<file path="config.mk">
export PLATFORM = sky130hd
export DESIGN_NAME = worst_fit_block_allocator_core
export DESIGN_NICKNAME = d
export VERILOG_FILES = /design/src/rtl/wfba_pkg.sv /design/src/rtl/worst_fit_block_allocator_core.sv /design/src/rtl/wfba_cell.sv
export SDC_FILE = /design/constraint.sdc
export NUM_CORES = 2
export LEC_CHECK = 0
export ABC_AREA = 1
export BUFFER_PORTS_ARGS = -buffer_cell sky130_fd_sc_hd__buf_2
export CORE_MARGIN = 5
export CORE_UTILIZATION = 45
export DETAILED_ROUTE_END_ITERATION = 7
export GPL_ROUTABILITY_DRIVEN = 1
export SLEW_MARGIN = 20
export SYNTH_ARGS = -nofsm -noshare
export SYNTH_HDL_FRONTEND = slang
export SYNTH_SLANG_ARGS = --single-unit
</file>
<file path="constraint.sdc">
create_clock -name clk_i -period 8.1 [get_ports clk_i]
set_clock_uncertainty 0.05 [all_clocks]
set_input_delay 0.405 -clock clk_i [delete_from_list [all_inputs] [get_ports clk_i]]
set_output_delay 0.405 -clock clk_i [all_outputs]
set_load 0.01 [all_outputs]
</file>
<file path="src/rtl/wfba_pkg.sv">
// ----------------------------------------------------------------------------
// wfba_pkg
// Shared widths, codes and types of the worst-fit block allocator.
// ----------------------------------------------------------------------------
package wfba_pkg;

  localparam int unsigned MaxBlocks = 16;
  localparam int unsigned W         = 21;
  localparam int unsigned PosW      = 8;
  localparam logic [W-1:0] TotalSizeReset = 21'd65536;

  localparam logic [1:0] ReqAlloc  = 2'd0;
  localparam logic [1:0] ReqFree   = 2'd1;
  localparam logic [1:0] ReqLookup = 2'd2;
  localparam logic [1:0] ReqClear  = 2'd3;

  localparam logic [1:0] StOk       = 2'd0;
  localparam logic [1:0] StNoGap    = 2'd1;
  localparam logic [1:0] StFull     = 2'd2;
  localparam logic [1:0] StNotFound = 2'd3;

  typedef struct packed {
    logic [W-1:0] addr;
    logic [W-1:0] size;
  } entry_t;

  typedef enum logic [1:0] {
    CellHold,
    CellRotate,
    CellInsert,
    CellDelete
  } cell_mode_e;

  typedef struct packed {
    cell_mode_e      mode;
    logic [PosW-1:0] pos;
  } cell_op_t;

endpackage

</file>
<file path="src/rtl/worst_fit_block_allocator_core.sv">
// ----------------------------------------------------------------------------
// worst_fit_block_allocator_core
// Worst-fit allocator over an address-ordered table kept in a row of cells.
//
//   channel  dir  handshake                fields
//   req      in   req_valid_i/req_ready_o  req_type, req_addr, req_size
//   rsp      out  rsp_valid_o/rsp_ready_i  status, block_addr, blk_size,
//                                          free_space, max_free_block
//   cfg      in   cfg_valid_i/cfg_ready_o  cfg_data_i (total_size)
//
// A request is taken in idle, then the cell row rotates once to find the gap
// or entry, the Modify state inserts, deletes or clears, and a second rotation
// sums the gaps and loads the response register on its last step.
// The core is back in idle, ready for the next request, in the same cycle
// that the response becomes valid.
// Reset empties the table at once. A stalled response holds the last step.
// ----------------------------------------------------------------------------
module worst_fit_block_allocator_core #(
  parameter int unsigned MaxBlocks = wfba_pkg::MaxBlocks
) (
  input  logic                   clk_i,
  input  logic                   rst_ni,
  input  logic                   req_valid_i,
  output logic                   req_ready_o,
  input  logic [1:0]             req_type_i,
  input  logic [wfba_pkg::W-1:0] req_addr_i,
  input  logic [wfba_pkg::W-1:0] req_size_i,
  output logic                   rsp_valid_o,
  input  logic                   rsp_ready_i,
  output logic [1:0]             status_o,
  output logic [wfba_pkg::W-1:0] block_addr_o,
  output logic [wfba_pkg::W-1:0] blk_size_o,
  output logic [wfba_pkg::W-1:0] free_space_o,
  output logic [wfba_pkg::W-1:0] max_free_block_o,
  input  logic                   cfg_valid_i,
  output logic                   cfg_ready_o,
  input  logic [wfba_pkg::W-1:0] cfg_data_i
);

  localparam int unsigned W    = wfba_pkg::W;
  localparam int unsigned KW   = $clog2(MaxBlocks + 1);
  localparam int unsigned SumW = W + KW;
  localparam int unsigned PosW = wfba_pkg::PosW;

  typedef enum logic [2:0] {
    Idle,
    Scan1,
    Modify,
    Scan2
  } state_e;

  state_e state_q;
  logic [KW-1:0] k_q, count_q;
  logic [W:0] prev_end_q;
  logic [W-1:0] total_q;
  logic [1:0] type_q;
  logic [W-1:0] raddr_q, rsize_q;
  logic [PosW-1:0] best_q, fidx_q;
  logic [W-1:0] best_start_q, best_len_q;
  logic found_q;
  wfba_pkg::entry_t fent_q;
  logic [SumW-1:0] sum_q;
  logic [W-1:0] max_q;
  logic [1:0] st_q;
  logic [W-1:0] oaddr_q, osize_q;
  logic rsp_valid_q;
  logic [1:0] rsp_status_q;
  logic [W-1:0] rsp_addr_q, rsp_size_q, rsp_free_q, rsp_max_q;

  wfba_pkg::entry_t ent[MaxBlocks];
  wfba_pkg::entry_t new_ent;
  wfba_pkg::cell_op_t op;

  logic gap_en, ent_en, last;
  logic [W:0] hi, head_end, rend;
  logic [W-1:0] len;
  logic alloc_ok, free_ok;
  logic [SumW-1:0] sum_nx;
  logic [W-1:0] max_nx;
  logic rsp_load;
  logic [1:0] mod_st;
  logic [W-1:0] mod_addr, mod_size;

  assign req_ready_o      = (state_q == Idle);
  assign cfg_ready_o      = 1'b1;
  assign rsp_valid_o      = rsp_valid_q;
  assign status_o         = rsp_status_q;
  assign block_addr_o     = rsp_addr_q;
  assign blk_size_o       = rsp_size_q;
  assign free_space_o     = rsp_free_q;
  assign max_free_block_o = rsp_max_q;

  assign gap_en   = (k_q <= count_q);
  assign ent_en   = (k_q < count_q);
  assign last     = (k_q == KW'(MaxBlocks));
  assign hi       = (k_q == count_q) ? {1'b0, total_q} : {1'b0, ent[0].addr};
  assign len      = (hi > prev_end_q) ? W'(hi - prev_end_q) : '0;
  assign head_end = {1'b0, ent[0].addr} + {1'b0, ent[0].size};
  assign rend     = {1'b0, raddr_q} + {1'b0, rsize_q};
  assign sum_nx   = sum_q + (gap_en ? SumW'(len) : '0);
  assign max_nx   = (gap_en && (len > max_q)) ? len : max_q;
  assign rsp_load = (state_q == Scan2) && last && (!rsp_valid_q || rsp_ready_i);

  assign alloc_ok = (type_q == wfba_pkg::ReqAlloc) && (count_q < KW'(MaxBlocks)) &&
                    (best_len_q >= rsize_q);
  assign free_ok  = (type_q == wfba_pkg::ReqFree) && found_q;
  assign new_ent  = '{addr: best_start_q, size: rsize_q};

  always_comb begin
    op = '{mode: wfba_pkg::CellHold, pos: '0};
    case (state_q)
      Scan1, Scan2: begin
        if (!last) begin
          op.mode = wfba_pkg::CellRotate;
        end
      end
      Modify: begin
        if (alloc_ok) begin
          op = '{mode: wfba_pkg::CellInsert, pos: best_q};
        end else if (free_ok) begin
          op = '{mode: wfba_pkg::CellDelete, pos: fidx_q};
        end
      end
      default: ;
    endcase
  end

  always_comb begin
    mod_st   = wfba_pkg::StOk;
    mod_addr = '0;
    mod_size = '0;
    case (type_q)
      wfba_pkg::ReqAlloc: begin
        if (count_q >= KW'(MaxBlocks)) begin
          mod_st = wfba_pkg::StFull;
        end else if (!alloc_ok) begin
          mod_st = wfba_pkg::StNoGap;
        end else begin
          mod_addr = best_start_q;
          mod_size = rsize_q;
        end
      end
      wfba_pkg::ReqFree: begin
        if (free_ok) begin
          mod_addr = raddr_q;
          mod_size = rsize_q;
        end else begin
          mod_st = wfba_pkg::StNotFound;
        end
      end
      wfba_pkg::ReqLookup: begin
        if (found_q) begin
          mod_addr = fent_q.addr;
          mod_size = fent_q.size;
        end else begin
          mod_st = wfba_pkg::StNotFound;
        end
      end
      default: ;
    endcase
  end

  for (genvar j = 0; j < MaxBlocks; j++) begin : g_cell
    localparam int unsigned Nxt = (j + 1) % MaxBlocks;
    wfba_cell #(.Idx(j)) u_cell (
      .clk_i  (clk_i),
      .op_i   (op),
      .new_i  (new_ent),
      .prev_i ((j == 0) ? new_ent : ent[(j == 0) ? 0 : j - 1]),
      .next_i (ent[Nxt]),
      .ent_o  (ent[j])
    );
  end

  always_ff @(posedge clk_i or negedge rst_ni) begin
    if (!rst_ni) begin
      state_q     <= Idle;
      count_q     <= '0;
      rsp_valid_q <= 1'b0;
      total_q     <= wfba_pkg::TotalSizeReset;
    end else begin
      if (cfg_valid_i) begin
        total_q <= cfg_data_i;
      end
      if (rsp_load) begin
        rsp_valid_q <= 1'b1;
      end else if (rsp_valid_q && rsp_ready_i) begin
        rsp_valid_q <= 1'b0;
      end
      case (state_q)
        Idle: begin
          if (req_valid_i) begin
            type_q       <= req_type_i;
            raddr_q      <= req_addr_i;
            rsize_q      <= req_size_i;
            k_q          <= '0;
            prev_end_q   <= '0;
            best_q       <= '0;
            best_start_q <= '0;
            best_len_q   <= '0;
            found_q      <= 1'b0;
            fidx_q       <= '0;
            fent_q       <= '0;
            state_q      <= Scan1;
          end
        end
        Scan1: begin
          if (gap_en && (len > best_len_q)) begin
            best_len_q   <= len;
            best_q       <= PosW'(k_q);
            best_start_q <= W'(prev_end_q);
          end
          if (ent_en) begin
            prev_end_q <= head_end;
            if (!found_q) begin
              if ((type_q == wfba_pkg::ReqFree) && (ent[0].addr == raddr_q) &&
                  (ent[0].size == rsize_q)) begin
                found_q <= 1'b1;
                fidx_q  <= PosW'(k_q);
              end
              if ((type_q == wfba_pkg::ReqLookup) && (ent[0].addr <= raddr_q) &&
                  (head_end >= rend)) begin
                found_q <= 1'b1;
                fent_q  <= ent[0];
              end
            end
          end
          k_q <= k_q + KW'(1);
          if (last) begin
            state_q <= Modify;
          end
        end
        Modify: begin
          st_q    <= mod_st;
          oaddr_q <= mod_addr;
          osize_q <= mod_size;
          if (alloc_ok) begin
            count_q <= count_q + KW'(1);
          end else if (free_ok) begin
            count_q <= count_q - KW'(1);
          end else if (type_q == wfba_pkg::ReqClear) begin
            count_q <= '0;
          end
          k_q        <= '0;
          prev_end_q <= '0;
          sum_q      <= '0;
          max_q      <= '0;
          state_q    <= Scan2;
        end
        Scan2: begin
          if (!last || !rsp_valid_q || rsp_ready_i) begin
            sum_q <= sum_nx;
            max_q <= max_nx;
            if (ent_en) begin
              prev_end_q <= head_end;
            end
            k_q <= k_q + KW'(1);
            if (last) begin
              rsp_status_q <= st_q;
              rsp_addr_q   <= oaddr_q;
              rsp_size_q   <= osize_q;
              rsp_free_q   <= (sum_nx > SumW'({W{1'b1}})) ? {W{1'b1}} : W'(sum_nx);
              rsp_max_q    <= max_nx;
              state_q      <= Idle;
            end
          end
        end
        default: state_q <= Idle;
      endcase
    end
  end

  a_count_bound: assert property (@(posedge clk_i) disable iff (!rst_ni)
    count_q <= KW'(MaxBlocks))
    else $error("block count above table depth");

  a_busy_after_req: assert property (@(posedge clk_i) disable iff (!rst_ni)
    (req_valid_i && req_ready_o) |=> !req_ready_o)
    else $error("request taken while busy");

  a_rsp_from_scan: assert property (@(posedge clk_i) disable iff (!rst_ni)
    $rose(rsp_valid_o) |-> $past(state_q == Scan2))
    else $error("response loaded outside final scan");

endmodule

</file>
<file path="src/rtl/wfba_cell.sv">
// ----------------------------------------------------------------------------
// wfba_cell
// One table slot: holds an entry and takes a neighbor's entry or the new
// entry on rotate, insert or delete.
// ----------------------------------------------------------------------------
module wfba_cell #(
  parameter int unsigned Idx = 0
) (
  input  logic              clk_i,
  input  wfba_pkg::cell_op_t op_i,
  input  wfba_pkg::entry_t  new_i,
  input  wfba_pkg::entry_t  prev_i,
  input  wfba_pkg::entry_t  next_i,
  output wfba_pkg::entry_t  ent_o
);

  wfba_pkg::entry_t ent_q;
  logic [wfba_pkg::PosW-1:0] idx;

  assign idx   = wfba_pkg::PosW'(Idx);
  assign ent_o = ent_q;

  always_ff @(posedge clk_i) begin
    case (op_i.mode)
      wfba_pkg::CellRotate: ent_q <= next_i;
      wfba_pkg::CellInsert: begin
        if (idx > op_i.pos) begin
          ent_q <= prev_i;
        end else if (idx == op_i.pos) begin
          ent_q <= new_i;
        end
      end
      wfba_pkg::CellDelete: begin
        if (idx >= op_i.pos) begin
          ent_q <= next_i;
        end
      end
      default: ;
    endcase
  end

endmodule

</file>
# After elaboration in Yosys (flattened, before gate mapping)
# Cells that the tools add are included.
[op_classes]
n_reduce_logical = 54
n_mux = 132
addsub = 7
eq_ne = 69
n_lt_le_gt_ge = 43
[ops]
columns = ["operator", "count"]
rows = [
  ["42-bit 2-to-1 mux", 52],
  ["42-bit case mux with 3 select lines", 16],
  ["21-bit 2-to-1 mux", 16],
  ["21-bit case mux with 2 select lines", 3],
  ["21-bit case mux with 3 select lines", 2],
  ["22-bit case mux with 4 select lines", 1],
  ["42-bit case mux with 2 select lines", 1],
  ["22-bit 2-to-1 mux", 3],
  ["4-bit by 8-bit equality test with 1-bit output, first input constant", 8],
  ["4-bit by 8-bit >= comparator with 1-bit output, first input constant", 8],
  ["4-bit by 8-bit > comparator with 1-bit output, first input constant", 8],
  ["3-bit AND reduction", 18],
  ["26-bit case mux with 2 select lines", 1],
  ["8-bit 2-to-1 mux", 6],
  ["3-bit by 1-bit inequality test with 1-bit output, second input constant", 16],
  ["21-bit by 21-bit adder with 22-bit output", 2],
  ["21-bit equality test", 2],
  ["21-bit > comparator", 2],
  ["2-bit by 1-bit inequality test with 1-bit output, second input constant", 17],
  ["3-bit by 8-bit equality test with 1-bit output, first input constant", 4],
  ["3-bit by 8-bit >= comparator with 1-bit output, first input constant", 4],
  ["3-bit by 8-bit > comparator with 1-bit output, first input constant", 4],
  ["8-bit case mux with 2 select lines", 2],
  ["26-bit by 21-bit adder with 26-bit output", 1],
  ["49 further kinds", 108],
]
[totals]
in_bits = 70
regBits = 1051

# Depth between registers and ports, before layout
[depth]
ltp_word = 9
depth_mapped = 35
depth_no_buf = 31

# Cells and area by module
# A second synthesis with hierarchy kept.
[unflattened]
cells_unflattened = 8490
hier_area_um2 = 66296.1
[modules_own_cells]
columns = ["module", "seq_area_each_um2", "instances", "area_each_um2", "cells_each"]
rows = [
  ["worst_fit_block_allocator_core", 11026.8, 1, 23458.7, 2772],
  ["wfba_cell at g_cell[11].u_cell", 1261.2, 1, 2849.0, 335],
  ["wfba_cell at g_cell[1].u_cell", 1261.2, 1, 2771.4, 375],
  ["wfba_cell at g_cell[2].u_cell", 1261.2, 1, 2757.6, 377],
  ["wfba_cell at g_cell[14].u_cell", 1261.2, 1, 2748.9, 372],
  ["wfba_cell at g_cell[4].u_cell", 1261.2, 1, 2723.9, 373],
  ["wfba_cell at g_cell[5].u_cell", 1261.2, 1, 2723.9, 380],
  ["wfba_cell at g_cell[10].u_cell", 1261.2, 1, 2721.4, 381],
  ["wfba_cell at g_cell[8].u_cell", 1261.2, 1, 2713.9, 373],
  ["wfba_cell at g_cell[7].u_cell", 1261.2, 1, 2707.6, 369],
  ["wfba_cell at g_cell[13].u_cell", 1261.2, 1, 2705.1, 376],
  ["wfba_cell at g_cell[12].u_cell", 1261.2, 1, 2703.8, 371],
  ["wfba_cell at g_cell[3].u_cell", 1261.2, 1, 2703.8, 369],
  ["wfba_cell at g_cell[15].u_cell", 1261.2, 1, 2702.6, 374],
  ["+3 rows", "--", "--", "--", "--"],
]

# Worst setup path after synthesis
# Ideal clock, no wire load.
[synth_timing]
kind = "reg2reg"
from = "reg k_q[0]"
to = "reg rsp_size_q[0] (netlist: blk_size_o[0]) (enable)"
setup_time_ps = 636
synth_period_minus_slack_ps = 7560
path_slack_ps = 540
t_arrival_ps = 6874
required_ps = 7414
path_stages_with_launch = 7
cell_sequence = "edfxtp_1 -> inv_1 -> ha_1 -> nand2_1 -> nor3_1 -> nand2_1 -> nor3_1"
[synth_between]
elab_chain_cells = 5
[synth_lines]
columns = ["element", "line", "text"]
rows = [
  ["start, declared", "worst_fit_block_allocator_core.sv:53", "logic [KW-1:0] k_q, count_q;"],
  ["start signal, assigned", "worst_fit_block_allocator_core.sv:228", "k_q <= k_q + KW'(1);"],
  ["start signal, assigned", "worst_fit_block_allocator_core.sv:257", "k_q <= k_q + KW'(1);"],
  ["5-bit equality test (*)", "worst_fit_block_allocator_core.sv:95", "assign last = (k_q == KW'(MaxBlocks));"],
  ["1-bit logical NOT", "worst_fit_block_allocator_core.sv:251", "if (!last || !rsp_valid_q || rsp_ready_i) begin"],
  ["1-bit logical OR (2 in series)", "worst_fit_block_allocator_core.sv:251", ""],
  ["4-bit AND reduction (no source line) (*)", "--", ""],
  ["end signal, assigned", "worst_fit_block_allocator_core.sv:261", "rsp_size_q <= osize_q;"],
  ["end, declared", "worst_fit_block_allocator_core.sv:68", "logic [W-1:0] rsp_addr_q, rsp_size_q, rsp_free_q, rsp_max_q;"],
]
# Mark *: on every way between the ends. The rest lies on a longest branch, timed or not.
# A chain may end at the register's enable or synchronous reset.

# Final worst setup path
[layout_timing]
from = "reg count_q[2]"
to = "reg max_q[1], data pin"
[layout_between]
elab_chain_cells = 9
[layout_lines]
columns = ["element", "line", "text"]
rows = [
  ["start, declared", "worst_fit_block_allocator_core.sv:53", ""],
  ["start signal, assigned", "worst_fit_block_allocator_core.sv:238", "count_q <= count_q + KW'(1);"],
  ["start signal, assigned", "worst_fit_block_allocator_core.sv:240", "count_q <= count_q - KW'(1);"],
  ["5-bit equality test (*)", "worst_fit_block_allocator_core.sv:96", "assign hi = (k_q == count_q) ? {1'b0, total_q} : {1'b0, ent[0].addr};"],
  ["21-bit 2-to-1 mux (*)", "worst_fit_block_allocator_core.sv:96", ""],
  ["21-bit subtractor or 21-bit by 22-bit > comparator with 1-bit output (tied branches)", "worst_fit_block_allocator_core.sv:97", "assign len = (hi > prev_end_q) ? W'(hi - prev_end_q) : '0;"],
  ["21-bit 2-to-1 mux (*)", "worst_fit_block_allocator_core.sv:97", ""],
  ["named net len[2]", "worst_fit_block_allocator_core.sv:76", "logic [W-1:0] len;"],
  ["21-bit > comparator (*)", "worst_fit_block_allocator_core.sv:101", "assign max_nx = (gap_en && (len > max_q)) ? len : max_q;"],
  ["1-bit logical AND (*)", "worst_fit_block_allocator_core.sv:101", ""],
  ["21-bit 2-to-1 mux (*)", "worst_fit_block_allocator_core.sv:101", ""],
  ["21-bit 2-to-1 mux (*)", "worst_fit_block_allocator_core.sv:251", ""],
  ["21-bit case mux with 2 select lines (*)", "worst_fit_block_allocator_core.sv:190", "case (state_q)"],
  ["end signal, assigned", "worst_fit_block_allocator_core.sv:253", "max_q <= max_nx;"],
  ["end, declared", "worst_fit_block_allocator_core.sv:63", "logic [W-1:0] max_q;"],
]
# The timed path passes the listed nets; every way through them passes the cells marked *. The select of a mux whose other input is x is not followed.

==> summary.md <==
| Metric | Value |
|---|---|
| Die Area | about 140000 um2 |
| FMAX | 144 MHz |
| DR DRC count | 0 |
| Min cycle time layout | a little under 7000 ps |
| Ys flop type | edfxtp_1 |
| Rel. slew slack | 0.259 |
| Ys Warns | 0 |
| Syn avg cell area | about 8.7 um2 |
| Initial core utilization | 0.453 |
| CTS buffer count | ~110 |
| Reg power frac | 0.370 |
| Slew at the pin with the worst max-slew slack | roughly 1100 ps |
| Cell accounting for the most synthesized area | edfxtp_1 |
| Fin Setup TNS | 0 ps |
| NetSw | approximately 14 mW |
| Worst setup SP type | flip-flop |
| # IOs | 159 |
| Placed Instances | around 8100 |
| Leakage | 26.9 nW |
| CORE AREA | ~130000 um2 |
| Most frequent CP cell | nand2_1 |
| Final WL | approximately 210000 um |
| Period utilization | 0.857 |
| VDD IR max | 362 uV |
| CTS clock-pin slew for the worst setup and hold paths | 70 ps |
| CTS HTree Levels | 3 |
| Post-Synthesis Cells | 6617 |
| Largest net degree at the start of global routing | 180 |
| PD cells | 478 nW/um2 |
| Top cells by area, synth | edfxtp_1 (53%), nand2_1 (13%), nand3_1 (4.5%) |
| Synth cell types | 54 |
| Top cell type's share of synthesized area | 0.528 |
| Syn nets | a little under 7000 |
| Pint | ~17 mW |
| Total gr overflow | 0 |
| Crit-path slowest cell | inv_1 |
| Clock share of power | 0.175 |
| Initial antenna violation count | 11 |
| Critical Path Max Stage Delay | 690 ps |
| Seq/Total Area, Yosys | 0.541 |
| Combinational power share | 0.455 |
| PortBufs | roughly 160 |
| Clk Latency, worst-skew pair | approximately 740 ps |
| Layout Cells excl Fill | around 8400 |
| Unrepaired setup endpoints after global routing | no |
| Drt via density | just under 6 |
| Top-count cell post-synth | nand2_1 |
| Hold buffers post-CTS | 67 |
| Critical path type | flip-flop to flip-flop |
| Die width | about 370 um |
| Worst setup EP type | flip-flop |
| ANT nets after route | 0 |
| Die H | roughly 370 um |
| CTS root buf | clkbuf_16 |
| Drt first pass iters | 6 |
| Ys async rst share | 0.0278 |
| Endpoints failing hold | 0 |
| Max-slew violations | 0 |
| Tightest Hold Check Type | input port to flip-flop |
| Final setup fails | 0 |
| Postcts setup bufs | 0 |
| CTS Sinks | ~1000 |
| Post-DR wirelength/cell | 24.4 um |
| Switching share of power | 0.454 |
| Num rows | between 100 and 150 |
| RD Place Congestion | 0.913 |
| Mapped Area | between 50000 and 60000 um2 |
| P&R area growth vs syn | 11.4% |
| # nets final | approximately 6900 |
| Maxcap violations | 0 |
| Via count | between 40000 and 50000 |
| WP data required | 8490 ps |
| Most instantiated cells after synthesis | nand2_1 (1976), edfxtp_1 (1015), inv_1 (597), nand3_1 (520), nor2_1 (504) |
| First-pass GRT wire length | 302000 um |
| DPL Wire Length | approximately 130000 um |
| Critical path fanouts, max | 32 |
| Status | finished clean |
| Crit path DAT | 7340 ps |
| Fill cell count | between 10000 and 15000 |
| Proportion of layout cells with a drive suffix above 1 | 0.0764 |
| Vias in the first global route | 45600 |
| Number of flops mapped to enable cells by yosys | ~1000 |
| Synthesis-stage register bit count | ~1000 |
| Maximum clock path buffer count | 3 |
| Initial DRC count | roughly 6400 |
| Global-route usage over all layers | 0.295 |
| Post-CTS resize count | 0 |
| CTS tree | built |
==> cell usage in the layout, fill, tap and decap left out, types with 117 or more instances in the layout <==
| master | instances |
|---|---|
| nand2_1 | 1970 |
| a21oi_1 | 247 |
| edfxtp_1 | 1015 |
| o21ai_1 | 365 |
| inv_1 | 593 |
| o21ai_0 | 436 |
| nor2_1 | 500 |
| ha_1 | 203 |
| buf_2 | 157 |
| clkbuf_16 | 117 |
| nand3_1 | 518 |
==> worst max-delay path, delay by kind of cell (launching register included) <==
kind,cells,cell delay [ps]
buffers and inverters,7,2000
DFF,1,450
adders and majority gates,3,960
AOI/OAI and AO/OA,9,1350
and+or+nand+nor,11,1810
==> flip-flops by register name, indices dropped and copies added, names as in the netlist, 22 cells and up <==
signal / count
sum_q: 26
fent_q: 42
g_cell.u_cell.ent_o: 672
prev_end_q: 22
==> metrics by stage <==
stage / setup slack, ps / hold slack [ps] / utilization / power, mW / instance area, um2
after CTS: 1230 / 35.6 / 0.504 / 30.6 / 64300
final: 1160 / 73.8 / 0.504 / 30.7 / 64300
after detailed placement: 1250 / 355 / 0.469 / 25.1 / 59800
after floorplan: 540 / 59.4 / - / 19.8 / 57700
after global routing: 505 / 124 / 0.504 / 32.5 / 64300
after global placement: 1310 / 351 / 0.469 / 25.0 / 59800
==> power by group through the flow <==
| stage | Sequential, mW | Clock [mW] | Combinational, mW |
|---|---|---|---|
| 2_1_floorplan | 10.8 | 0 | 8.95 |
| 3_3_place_gp | 11.3 | 0 | 13.6 |
| 3_5_place_dp | 11.4 | 0 | 13.7 |
| 4_1_cts | 11.3 | 5.43 | 13.8 |
| 5_1_grt | 11.6 | 5.65 | 15.3 |
| 6_report | 11.4 | 5.38 | 14.0 |
==> routing by layer <==
layer / share of wire / vias up / wire length (um) / track usage
met5: 0 / - / 0 / 0
met4: 0.044 / 0 / 9110 / 0.119
met3: 0.10 / 371 / 21200 / 0.0549
met2: 0.46 / 2588 / 93800 / 0.471
met1: 0.40 / 23400 / 81900 / 0.399
li1: - / 22300 / - / -
==> logic make-up after synthesis <==
family	after synthesis	share of synthesized area
simple gates	3116	0.221
buf+inv	1004	0.0748
flops	1044	0.541
xor+xnor	79	0.0120
fa+ha+maj	208	0.0456
mux	1	0.000195
other cells	1	0.0000650
compound gates	1164	0.106
==> area by class of cell <==
type                            instances  area, um2  area share
Sequential cell                      1044      31200       0.486
Multi-Input combinational cell       4569      22500       0.350
Clock buffer                          143       3060      0.0475
Timing Repair Buffer                  332       2430      0.0379
Inverter                              609       2290      0.0356
Tap cell                             1662       2080      0.0324
Clock inverter                         69        713      0.0111
Antenna cell                            4       10.0    0.000156
==> path summary, 6_finish.rpt <==
kind | start | to | slack, ps | cells after the start
worst min-delay path | cfg_valid_i | total_q[16] | 70 | 3
worst max register to register | count_q[2] | max_q[1] | 1160 | 30
worst max-delay path | count_q[2] | max_q[1] | 1160 | 30
min in group asynchronous | rst_ni | total_q[8] | 230 | 3
max in group asynchronous | rst_ni | state_q[0] | 7410 | 3
worst min register to register | osize_q[15] | blk_size_o[15] | 370 | 0
(Power assumes the default switching activity.)
